<file path="src/sv/json_string_unescape_core_macros.svh">
// ----------------------------------------------------------------------------
// json_string_unescape_core_macros
// Assertion helpers for the JSON string unescape core.
// ----------------------------------------------------------------------------
`ifndef JSON_STRING_UNESCAPE_CORE_MACROS_SVH
`define JSON_STRING_UNESCAPE_CORE_MACROS_SVH

// Same-cycle implication, checked outside reset.
`define JSU_ASSERT_SAME(label, clk, rstn, ante, cons) \
    label: assert property (@(posedge clk) disable iff (!rstn) (ante) |-> (cons)) \
        else $error("jsu: same-cycle check failed");

// Next-cycle implication, checked outside reset.
`define JSU_ASSERT_NEXT(label, clk, rstn, ante, cons) \
    label: assert property (@(posedge clk) disable iff (!rstn) (ante) |=> (cons)) \
        else $error("jsu: next-cycle check failed");

`endif

</file>
<file path="src/sv/jsu_pkg.sv">
// ----------------------------------------------------------------------------
// jsu_pkg
// Types, codes and character constants of the JSON string unescape core.
// ----------------------------------------------------------------------------
package jsu_pkg;

    localparam int CHAR_W  = 8;
    localparam int CP_W    = 16;
    localparam int CNT_W   = 16;
    localparam int EVENT_W = 2;
    localparam int ERR_W   = 2;

    typedef enum logic [EVENT_W-1:0] {
        EV_CHAR  = 2'd0,
        EV_DONE  = 2'd1,
        EV_ERROR = 2'd2
    } event_t;

    typedef enum logic [ERR_W-1:0] {
        ERR_NOQUOTE = 2'd0,
        ERR_ESCAPE  = 2'd1,
        ERR_HEX     = 2'd2
    } err_t;

    // Parser modes, one-hot.
    typedef enum logic [6:0] {
        MODE_OPEN = 7'b0000001,
        MODE_BODY = 7'b0000010,
        MODE_ESC  = 7'b0000100,
        MODE_HEX4 = 7'b0001000,
        MODE_HEX3 = 7'b0010000,
        MODE_HEX2 = 7'b0100000,
        MODE_HEX1 = 7'b1000000
    } mode_t;

    localparam logic [CHAR_W-1:0] CH_QUOTE  = 8'h22;
    localparam logic [CHAR_W-1:0] CH_BSLASH = 8'h5C;
    localparam logic [CHAR_W-1:0] CH_SLASH  = 8'h2F;
    localparam logic [CHAR_W-1:0] CH_LF     = 8'h0A;
    localparam logic [CHAR_W-1:0] CH_B      = 8'h62;
    localparam logic [CHAR_W-1:0] CH_F      = 8'h66;
    localparam logic [CHAR_W-1:0] CH_N      = 8'h6E;
    localparam logic [CHAR_W-1:0] CH_T      = 8'h74;
    localparam logic [CHAR_W-1:0] CH_U      = 8'h75;
    localparam logic [CHAR_W-1:0] CH_BS_CTL = 8'h08;
    localparam logic [CHAR_W-1:0] CH_FF_CTL = 8'h0C;
    localparam logic [CHAR_W-1:0] CH_TAB    = 8'h09;

    localparam logic [CNT_W-1:0] CNT_MAX = '1;

    typedef struct packed {
        logic       valid;
        logic [3:0] value;
    } hex_digit_t;

    // Decode one ASCII hex digit; valid is low for anything else.
    function automatic hex_digit_t hex_decode(input logic [CHAR_W-1:0] c);
        hex_digit_t r;
        r.valid = 1'b1;
        r.value = 4'd0;
        if (c >= 8'h30 && c <= 8'h39) begin
            r.value = c[3:0];
        end else if ((c >= 8'h61 && c <= 8'h66) || (c >= 8'h41 && c <= 8'h46)) begin
            r.value = c[3:0] + 4'd9;
        end else begin
            r.valid = 1'b0;
        end
        return r;
    endfunction

endpackage

</file>
<file path="src/sv/json_string_unescape_core.sv">
// ----------------------------------------------------------------------------
// json_string_unescape_core: byte-wise JSON string decoder
// Output: registered; a result appears on m_* in the cycle after its byte is accepted.
// Throughput: one byte per cycle unless a result stalls on m_tready; the single output register sets the pace.
// Reset: synchronous, active low; waits for an opening quote, counters at 0.
// ----------------------------------------------------------------------------
`include "json_string_unescape_core_macros.svh"

module json_string_unescape_core
    import jsu_pkg::*;
(
    input  logic        aclk,
    input  logic        aresetn,
    // Input byte stream
    input  logic        s_tvalid,
    output logic        s_tready,
    input  logic [7:0]  s_tdata,   // [7:0] char_in
    // Result stream
    output logic        m_tvalid,
    input  logic        m_tready,
    output logic [55:0] m_tdata,   // [15:0] decoded_char, [17:16] error_code,
                                   // [33:18] line_number, [49:34] column_number,
                                   // [55:50] zero
    output logic [1:0]  m_tuser    // [1:0] event_res
);

    // ------------------------------------------------------------------
    // State
    // ------------------------------------------------------------------
    mode_t              mode_reg,  mode_next;
    logic [CP_W-1:0]    acc_reg,   acc_next;
    logic [CNT_W-1:0]   line_reg,  line_next;
    logic [CNT_W-1:0]   col_reg,   col_next;

    // Output register: payload needs no reset, valid does.
    logic               out_valid_reg;
    event_t             out_event_reg, ev_next;
    logic [CP_W-1:0]    out_cp_reg,    cp_next;
    err_t               out_err_reg,   err_next;
    logic [CNT_W-1:0]   out_line_reg;
    logic [CNT_W-1:0]   out_col_reg;

    logic               emit_next;
    logic               in_accept;
    logic               err_taken;
    logic [CHAR_W-1:0]  c;
    hex_digit_t         hd;
    logic [CP_W-1:0]    acc_shift;

    // Take a new request whenever the result register is free or draining.
    assign s_tready  = !out_valid_reg || m_tready;
    assign in_accept = s_tvalid && s_tready;
    assign c         = s_tdata;
    assign hd        = hex_decode(c);
    assign acc_shift = {acc_reg[CP_W-5:0], hd.value};
    assign err_taken = in_accept && emit_next && (ev_next == EV_ERROR);

    // ------------------------------------------------------------------
    // Location counters: updated for every byte before decode.
    // A newline bumps the line (saturating) and clears the column.
    // ------------------------------------------------------------------
    always_comb begin
        if (c == CH_LF) begin
            line_next = (line_reg == CNT_MAX) ? line_reg : line_reg + 1'b1;
            col_next  = '0;
        end else begin
            line_next = line_reg;
            col_next  = (col_reg == CNT_MAX) ? col_reg : col_reg + 1'b1;
        end
    end

    // ------------------------------------------------------------------
    // Decode: one pass over the current byte and mode.
    // ------------------------------------------------------------------
    always_comb begin
        mode_next = mode_reg;
        acc_next  = acc_reg;
        emit_next = 1'b0;
        ev_next   = EV_CHAR;
        cp_next   = '0;
        err_next  = ERR_NOQUOTE;
        unique case (mode_reg)
            MODE_BODY: begin
                if (c == CH_BSLASH) begin
                    mode_next = MODE_ESC;
                end else if (c == CH_QUOTE) begin
                    // Closing quote: report completion and rearm.
                    mode_next = MODE_OPEN;
                    emit_next = 1'b1;
                    ev_next   = EV_DONE;
                end else begin
                    // Plain byte, including raw control bytes.
                    emit_next = 1'b1;
                    cp_next   = {{(CP_W-CHAR_W){1'b0}}, c};
                end
            end
            MODE_ESC: begin
                emit_next = 1'b1;
                mode_next = MODE_BODY;
                unique case (c)
                    CH_QUOTE, CH_BSLASH, CH_SLASH:
                         cp_next = {{(CP_W-CHAR_W){1'b0}}, c};
                    CH_B: cp_next = {{(CP_W-CHAR_W){1'b0}}, CH_BS_CTL};
                    CH_F: cp_next = {{(CP_W-CHAR_W){1'b0}}, CH_FF_CTL};
                    CH_N: cp_next = {{(CP_W-CHAR_W){1'b0}}, CH_LF};
                    CH_T: cp_next = {{(CP_W-CHAR_W){1'b0}}, CH_TAB};
                    CH_U: begin
                        // Start a \u sequence: clear the accumulator.
                        emit_next = 1'b0;
                        acc_next  = '0;
                        mode_next = MODE_HEX4;
                    end
                    default: begin
                        // Unknown escape letter (\r among them).
                        mode_next = MODE_OPEN;
                        ev_next   = EV_ERROR;
                        err_next  = ERR_ESCAPE;
                    end
                endcase
            end
            MODE_HEX4, MODE_HEX3, MODE_HEX2, MODE_HEX1: begin
                if (!hd.valid) begin
                    mode_next = MODE_OPEN;
                    emit_next = 1'b1;
                    ev_next   = EV_ERROR;
                    err_next  = ERR_HEX;
                end else begin
                    acc_next = acc_shift;
                    unique case (mode_reg)
                        MODE_HEX4: mode_next = MODE_HEX3;
                        MODE_HEX3: mode_next = MODE_HEX2;
                        MODE_HEX2: mode_next = MODE_HEX1;
                        default: begin
                            // Last digit: emit the assembled code point.
                            mode_next = MODE_BODY;
                            emit_next = 1'b1;
                            cp_next   = acc_shift;
                        end
                    endcase
                end
            end
            default: begin
                // Waiting for the opening quote; anything else is an error.
                if (c == CH_QUOTE) begin
                    mode_next = MODE_BODY;
                end else begin
                    mode_next = MODE_OPEN;
                    emit_next = 1'b1;
                    ev_next   = EV_ERROR;
                    err_next  = ERR_NOQUOTE;
                end
            end
        endcase
    end

    // ------------------------------------------------------------------
    // Parser state and counters: advance on every accepted byte.
    // ------------------------------------------------------------------
    always_ff @(posedge aclk) begin
        if (!aresetn) begin
            mode_reg <= MODE_OPEN;
            acc_reg  <= '0;
            line_reg <= '0;
            col_reg  <= '0;
        end else if (in_accept) begin
            mode_reg <= mode_next;
            acc_reg  <= acc_next;
            line_reg <= line_next;
            col_reg  <= col_next;
        end
    end

    // ------------------------------------------------------------------
    // Result register: load when a byte produces a result, drop when taken.
    // ------------------------------------------------------------------
    always_ff @(posedge aclk) begin
        if (!aresetn) begin
            out_valid_reg <= 1'b0;
        end else if (in_accept) begin
            out_valid_reg <= emit_next;
        end else if (m_tready) begin
            out_valid_reg <= 1'b0;
        end
    end

    always_ff @(posedge aclk) begin
        if (in_accept && emit_next) begin
            out_event_reg <= ev_next;
            out_cp_reg    <= cp_next;
            out_err_reg   <= err_next;
            out_line_reg  <= line_next;
            out_col_reg   <= col_next;
        end
    end

    assign m_tvalid = out_valid_reg;
    assign m_tuser  = out_event_reg;
    assign m_tdata  = {6'd0, out_col_reg, out_line_reg, out_err_reg, out_cp_reg};

    // ------------------------------------------------------------------
    // Assertions
    // ------------------------------------------------------------------
    // A stalled result register must hold off new bytes.
    `JSU_ASSERT_SAME(a_stall_blocks_input, aclk, aresetn, !s_tready, m_tvalid)
    // Any error rearms the parser to wait for an opening quote.
    `JSU_ASSERT_NEXT(a_error_rearms, aclk, aresetn, err_taken, mode_reg == MODE_OPEN)
    // A newline clears the column counter.
    `JSU_ASSERT_NEXT(a_newline_clears_col, aclk, aresetn, in_accept && s_tdata == CH_LF, col_reg == '0)

endmodule
</file>
<file path="config.mk">
export PLATFORM = sky130hd
export DESIGN_NAME = json_string_unescape_core
export DESIGN_NICKNAME = d
export VERILOG_FILES = /design/src/sv/jsu_pkg.sv /design/src/sv/json_string_unescape_core.sv
export VERILOG_INCLUDE_DIRS = /design/src /design/src/sv
export SDC_FILE = /design/constraint.sdc
export NUM_CORES = 1
export LEC_CHECK = 0
export BUFFER_PORTS_ARGS = -buffer_cell sky130_fd_sc_hd__buf_2
export CAP_MARGIN = 20
export CORE_MARGIN = 8
export CORE_UTILIZATION = 50
export CTS_BUF_LIST = sky130_fd_sc_hd__clkbuf_4 sky130_fd_sc_hd__clkbuf_8 sky130_fd_sc_hd__clkbuf_16
export DETAILED_ROUTE_END_ITERATION = 6
export GPL_TIMING_DRIVEN = 0
export HOLD_SLACK_MARGIN = 0.02
export PLACE_DENSITY_LB_ADDON = 0.08
export SYNTH_ARGS = -nofsm -noshare
export SYNTH_HDL_FRONTEND = slang
export SYNTH_SLANG_ARGS = --single-unit
</file>
<file path="constraint.sdc">
create_clock -name aclk -period 5.4 [get_ports aclk]
set_input_delay 0.54 -clock aclk [delete_from_list [all_inputs] [get_ports aclk]]
set_output_delay 0.54 -clock aclk [all_outputs]
set_load 0.03 [all_outputs]
</file>
==> qor.yml, run 1 <==
antenna_found_initial: 0
p_clk_share_pct: 31.8
synth-edff-count: 52
required_ns: 5.51
via_per_inst: 5.78
seqPwrFrac_pct: 57.9
diodes: 0
cts_resized: 0
dp_hpwl_um: 9240
wl_per_cell_um: 16.2
rsz0062_at_grt: "false"
floorplan.initialDensity_pct: 51.5
whs_ns: 0.481
slew_headroom_pct: 46.1
synth_top_area_share_pct: 29.3
synth_ff_type: "edfxtp_1"
vias: 4495
cp-endpoint: "out_line_reg[2]"
cap_violations: 0
grt_use_total_pct: 17.4
finClkSkew_ns: 0.0115
grt_pass1_vias: 4046
nets: 656
root_buffer: "clkbuf_8"
yosys-top-cells-count: "nor2_1, dfxtp_1, edfxtp_1, nand2_1, a21oi_1"
ys_async_sr_fraction_pct: 0
critPathLaunch: "s_tdata[4]"
r2r_setup_slack_ns: 2.35
cts.clk_slew.worst_paths_ns: 0.11
crit_slowest_cell: "nor4_1"
power.net_switching_w: 0.000397
grt_max_degree: 30
ios: 72
post_cts.repair.setup_buffers: 0
hold_buffers: 0
drt-pass1-iter-count: 4
synth_most_common_cell: "nor2_1"
comb_power_share_pct: 10.3
crit_path_end_kind: "flip-flop"
min_path_type: "flip-flop to flip-flop"
worstMarginPinSlew_ns: 0.801
yosysTopAreaCell: "edfxtp_1"
r2r-end: "out_line_reg[2]"
coreArea_mm2: 0.0104
status: "completed"
ys_ff_latch: 104
grt_pass1_wl_um: 20600
vdd_drop_max_v: 0.000135
ff2ff_path_depth: 8
worstSkewPairLatency_ns: 0.36
startpoint_type: "input port"
regToRegStartpoint: "mode_reg[1]"
netSwitchingFraction_pct: 26.9
synth_warnings: 0
postRouteAntennaNets: 0
nFillCells: 923
setup_ws_ns: 2.15
synth_cell_types: 75
synth_area_mm2: 0.00534
fp.dieH_um: 119
cts_buffers: 9
post-place-cells: 761
drv_slew: 0
ys_top_cells_by_area: "edfxtp_1, dfxtp_1, nor2_1"
crit_type: "input port to flip-flop"
hold_violations: 0
final_cells: 778
period_share_pct: 60.2
cts_tree: "built"
drc: 0
crit_chain: "buf_2 -> or4b_4 -> or3_1 -> and2_1 -> buf_6 -> and4_1 -> nor4_1 -> nor2_4 -> buf_12"
die_x_um: 119
rows: 37
intPower_w: 0.00108
drt_iter0_markers: 355
critPathMaxFanout: 29
grt-ovfl-total: 0
yosysSeqAreaShare_pct: 48.8
powerDensity_mw_per_mm2: 243
clock.fmax_mhz: 308
place_congestion: 0.940
port_buffers: 65
cts.sinks: 104
synth.avg_cell_area_um2: 9.63
cellLeakagePower_nw: 2.27
clk_path_buf_depth: 2
dieArea_mm2: 0.0142
slowest_delay_ns: 0.66
synthCells: 554
syn_to_final_growth_pct: 13.8
finalSetupViolations: 0
drive_above_1_share_pct: 18.8
wl_um: 12600
cp.arrival_ns: 3.36
place_ws_ns: 1.81
fin_crit_ns: 3.25
htree_levels: 3
## power by group through the flow
stage / clock [W] / sequential, W / combinational (W)
after floorplan: 0 / 0.000915 / 0.0000599
after global placement: 0 / 0.000874 / 0.000148
after detailed placement: 0 / 0.000872 / 0.000152
after CTS: 0.000481 / 0.000854 / 0.000152
after global routing: 0.000509 / 0.000856 / 0.000164
final: 0.000468 / 0.000854 / 0.000152
## worst max-delay path: cells and delay by family
family / cells / cell delay, ns
and+or+nand+nor: 6 / 2.25
buffers and inverters: 3 / 0.54
## through the flow
stage	power (W)	instance area (um^2)	utilization, %	setup TNS (ns)
after floorplan	0.000975	5360	-	0
after global placement	0.00102	5850	56.4	-16.37
after detailed placement	0.00102	5880	56.7	0
after CTS	0.00149	6070	58.5	0
after global routing	0.00153	6070	58.6	0
final	0.00147	6070	58.6	0
## cell usage in the layout (no fill, tap or decap), types with 3 or more instances in the layout
cell type and n:
buf_2 67, nor2_1 63, dfxtp_1 52, edfxtp_1 52, nand2_1 40, a21oi_1 37
nor3_1 24, o21ai_0 21, nand3_1 20, clkbuf_1 17, xnor2_1 15, and2_1 13
xor2_1 13, inv_1 12, clkbuf_8 12, a22o_1 12, and3_1 9, nand4_1 9
or4_1 9, or3_1 8, buf_4 7, ha_1 7, nor4_1 6, o211ai_1 6
o22ai_1 6, conb_1 6, or2_2 5, a211oi_1 4, mux2i_1 4, a31oi_1 4
a22oi_1 4, o21a_1 3, and4_1 3, nand2b_1 3, o31ai_1 3, nor2b_1 3
mux2_2 3, nor3b_1 3
## worst min path at each step
stage / to / cells past startpoint / start / slack, ns
4_1_cts: acc_reg[11] / 1 / acc_reg[11] / 0.49
3_5_place_dp: acc_reg[9] / 1 / acc_reg[9] / 0.46
3_3_place_gp: acc_reg[10] / 1 / acc_reg[10] / 0.45
2_1_floorplan: acc_reg[10] / 1 / acc_reg[10] / 0.44
6_report: acc_reg[9] / 1 / acc_reg[9] / 0.48
5_1_grt: acc_reg[9] / 1 / acc_reg[9] / 0.51
## per-layer routing
| layer | GRT usage [%] | part of all wire, % | vias to the layer above |
|---|---|---|---|
| li1 | - | - | 2194 |
| met1 | 24.0 | 48 | 2127 |
| met2 | 27.0 | 44 | 158 |
| met3 | 3.83 | 6.7 | 16 |
| met4 | 4.76 | 1.2 | 0 |
| met5 | 0 | 0 | - |
## cell type report
cell class | instances | area, um^2 | share of cell area, %
clock buffer | 10 | 138 | 2.27
buffer | 32 | 195 | 3.21
sequential | 104 | 2600 | 42.9
clock inverter | 6 | 51.3 | 0.845
tap | 136 | 170 | 2.80
inverter | 13 | 48.8 | 0.803
timing repair buffer | 67 | 350 | 5.77
multi-input combinational | 410 | 2520 | 41.5
## cells by family after synthesis
group | after synthesis | share of synthesized area (%)
AND/OR/NAND/NOR | 240 | 23.7
multiplexers | 7 | 1.38
buffers and inverters | 45 | 4.57
XOR/XNOR | 28 | 4.59
flip-flops | 104 | 48.8
AO/OA/AOI/OAI | 122 | 15.3
adder cells (fa/ha/maj) | 7 | 1.64
other | 1 | 0.0703
Note: power is estimated with default switching activity, not from simulation.
==> run 2: changes to the inputs <==
==> constraint.sdc (replaced) <==
create_clock -name aclk -period 2.8 [get_ports aclk]
set_input_delay 0.28 -clock aclk [delete_from_list [all_inputs] [get_ports aclk]]
set_output_delay 0.28 -clock aclk [all_outputs]
set_load 0.03 [all_outputs]
==> run 2 against run 1 <==
Global-route usage is 0.54 points higher. Final cell count grew 0.26%. Clock power grew 100%. Combinational power increased by 99%. Critical path type unchanged. Critical endpoint is now out_cp_reg[11].
==> qor.yml, run 2 (same netlist as run 1, synthesis figures left out) <==
status: "completed"  # unchanged
cts_buffers: 9  # unchanged
ff2ff_path_depth: 7  # was 8
total_power_w: 0.00289  # was 0.00147 W
r2r_setup_slack_ns: 0.19  # was 2.35 ns
vdd_drop_max_v: 0.000248  # was 0.000135 V
root_buffer: "clkbuf_8"  # unchanged
dieArea_mm2: 0.0142  # unchanged
grt_use_total_pct: 17.9  # was 17.4%
cellLeakagePower_nw: 2.29  # was 2.27 nW
drt-pass1-iter-count: 4  # unchanged
grt-ovfl-total: 0  # unchanged
grt_max_degree: 30  # unchanged
drc: 0  # unchanged
postLayoutCoreUtil_pct: 59.2  # was 58.6%
dpl-instance-area_mm2: 0.00588  # unchanged
cts.sinks: 104  # unchanged
critPathLaunch: "s_tdata[4]"  # unchanged
nets: 658  # was 656
dp_hpwl_um: 9340  # was 9240 um
cp.arrival_ns: 2.80  # was 3.36 ns
min_path_type: "input port to flip-flop"  # was flip-flop to flip-flop
crit_path_end_kind: "flip-flop"  # unchanged
final_common_cell: "buf_2"  # unchanged
floorplan.initialDensity_pct: 51.5  # unchanged
startpoint_type: "input port"  # unchanged
grt_pass1_wl_um: 21000  # was 20,600 um
die_x_um: 119  # unchanged
wl_per_cell_um: 16.4  # was 16.2 um
finalSetupViolations: 0  # unchanged
ios: 72  # unchanged
nFillCells: 932  # was 923
cts_tree: "built"  # unchanged
drive_above_1_share_pct: 19.9  # was 18.8%
critPathMaxFanout: 11  # was 29
regToRegStartpoint: "mode_reg[1]"  # unchanged
via_per_inst: 5.71  # was 5.78
clk_path_buf_depth: 2  # unchanged
slew_headroom_pct: 41.8  # was 46.1%
final_cells: 780  # was 778
required_ns: 2.93  # was 5.51 ns
cap_violations: 0  # unchanged
powerDensity_mw_per_mm2: 471  # was 243 mW/mm^2
coreArea_mm2: 0.0104  # unchanged
setup_tns_ns: 0  # unchanged
cp-endpoint: "out_cp_reg[11]"  # was out_line_reg[2]
post-place-cells: 761  # unchanged
crit_type: "input port to flip-flop"  # unchanged
r2r-end: "out_cp_reg[11]"  # was out_line_reg[2]
finClkSkew_ns: 0.00900  # was 0.0115 ns
hold_violations: 0  # unchanged
rsz0062_at_grt: "false"  # unchanged
fp.dieH_um: 119  # unchanged
postRouteAntennaNets: 0  # unchanged
cts.clk_slew.worst_paths_ns: 0.10  # was 0.11 ns
worstMarginPinSlew_ns: 0.865  # was 0.801 ns
vias: 4455  # was 4,495
port_buffers: 65  # unchanged
diodes: 0  # unchanged
drv_slew: 0  # unchanged
fin_crit_ns: 2.67
htree_levels: 3  # unchanged
mostFrequentLayoutCells: "buf_2, nor2_1, dfxtp_1, edfxtp_1, nand2_1"  # unchanged
wl_um: 12800  # was 12,600 um
clock.fmax_mhz: 375
grt_pass1_vias: 4068  # was 4,046
antenna_found_initial: 0  # unchanged
place_congestion: 0.905  # was 0.940
hold_buffers: 0  # unchanged
period_share_pct: 95.3
rows: 37  # unchanged
final_cell_area_mm2: 0.00614  # was 0.00607 mm^2
syn_to_final_growth_pct: 15.0  # was 13.8%
worstSkewPairLatency_ns: 0.38  # was 0.36 ns
drt_iter0_markers: 446  # was 355
==> run 2: changes by cell type in the layout (fill, tap and decap cells not counted), sizes merged <==
cell,previous run,this run
clkinvlp,0,2
inv,15,13
buf,78,79
bufinv,0,1
clkbuf,29,28
nor2,66,67
==> run 2: power breakdown <==
group	internal, W	leakage, nW	switching, W
Clock	0.000413	0.0933	0.000529
Sequential	0.00164	0.942	0.0000110
Combinational	0.0000859	1.25	0.000217
==> run 2: cell type report <==
cell class              instances  area, um^2  share of cell area (%)
well taps                     136         170                    2.77
flip-flops and latches        104        2600                    42.4
inverters                      13        48.8                   0.795
plain buffers                  31         193                    3.14
clock inverters                 7        71.3                    1.16
clock buffers                   9         124                    2.02
multi-input cells             411        2550                    41.6
repair buffers                 69         378                    6.15
==> run 2: what timing repair did <==
| item | 4_1_cts | 5_1_grt |
|---|---|---|
| buffers inserted | 1 | 1 |
| hold endpoints to repair | 0 | 0 |
| pin swaps | 1 | 1 |
| resized for setup | 2 | 6 |
| cloned | 1 | 0 |
| endpoints found under the setup margin | 52 | 62 |
==> run 2: critical path, stage by stage <==
cell,delay [ns]
buf_2,0.15
or4b_4,0.55
or3_1,0.39
and2_1,0.18
buf_6,0.13
and4_1,0.18
nor4_2,0.63
nor2_4,0.07
buf_4,0.22
==> run 2: worst min-delay path by stage <==
stage                           start           to  slack (ns)  cells past startpoint
after global placement    acc_reg[10]  acc_reg[10]        0.45                      1
after detailed placement  acc_reg[10]  acc_reg[10]        0.46                      1
after CTS                    s_tvalid     m_tvalid        0.23                      3
after global routing         s_tvalid     m_tvalid        0.27                      3
final                        s_tvalid     m_tvalid        0.25                      3
after floorplan           acc_reg[10]  acc_reg[10]        0.44                      1
==> run 2: metal layers <==
layer  global-route usage (%)  part of all wire (%)
met1                     24.0                    48
met2                     28.2                    46
met3                     4.49                   5.4
met4                     5.15                   1.0
met5                        0                     0
==> run 2: stage by stage <==
stage	setup slack [ns]	hold WS [ns]
final	0.132	0.252
after floorplan	0.0264	0.441
after global placement	-0.581	0.454
after CTS	0.0489	0.230
after detailed placement	-0.529	0.462
after global routing	0.0152	0.265
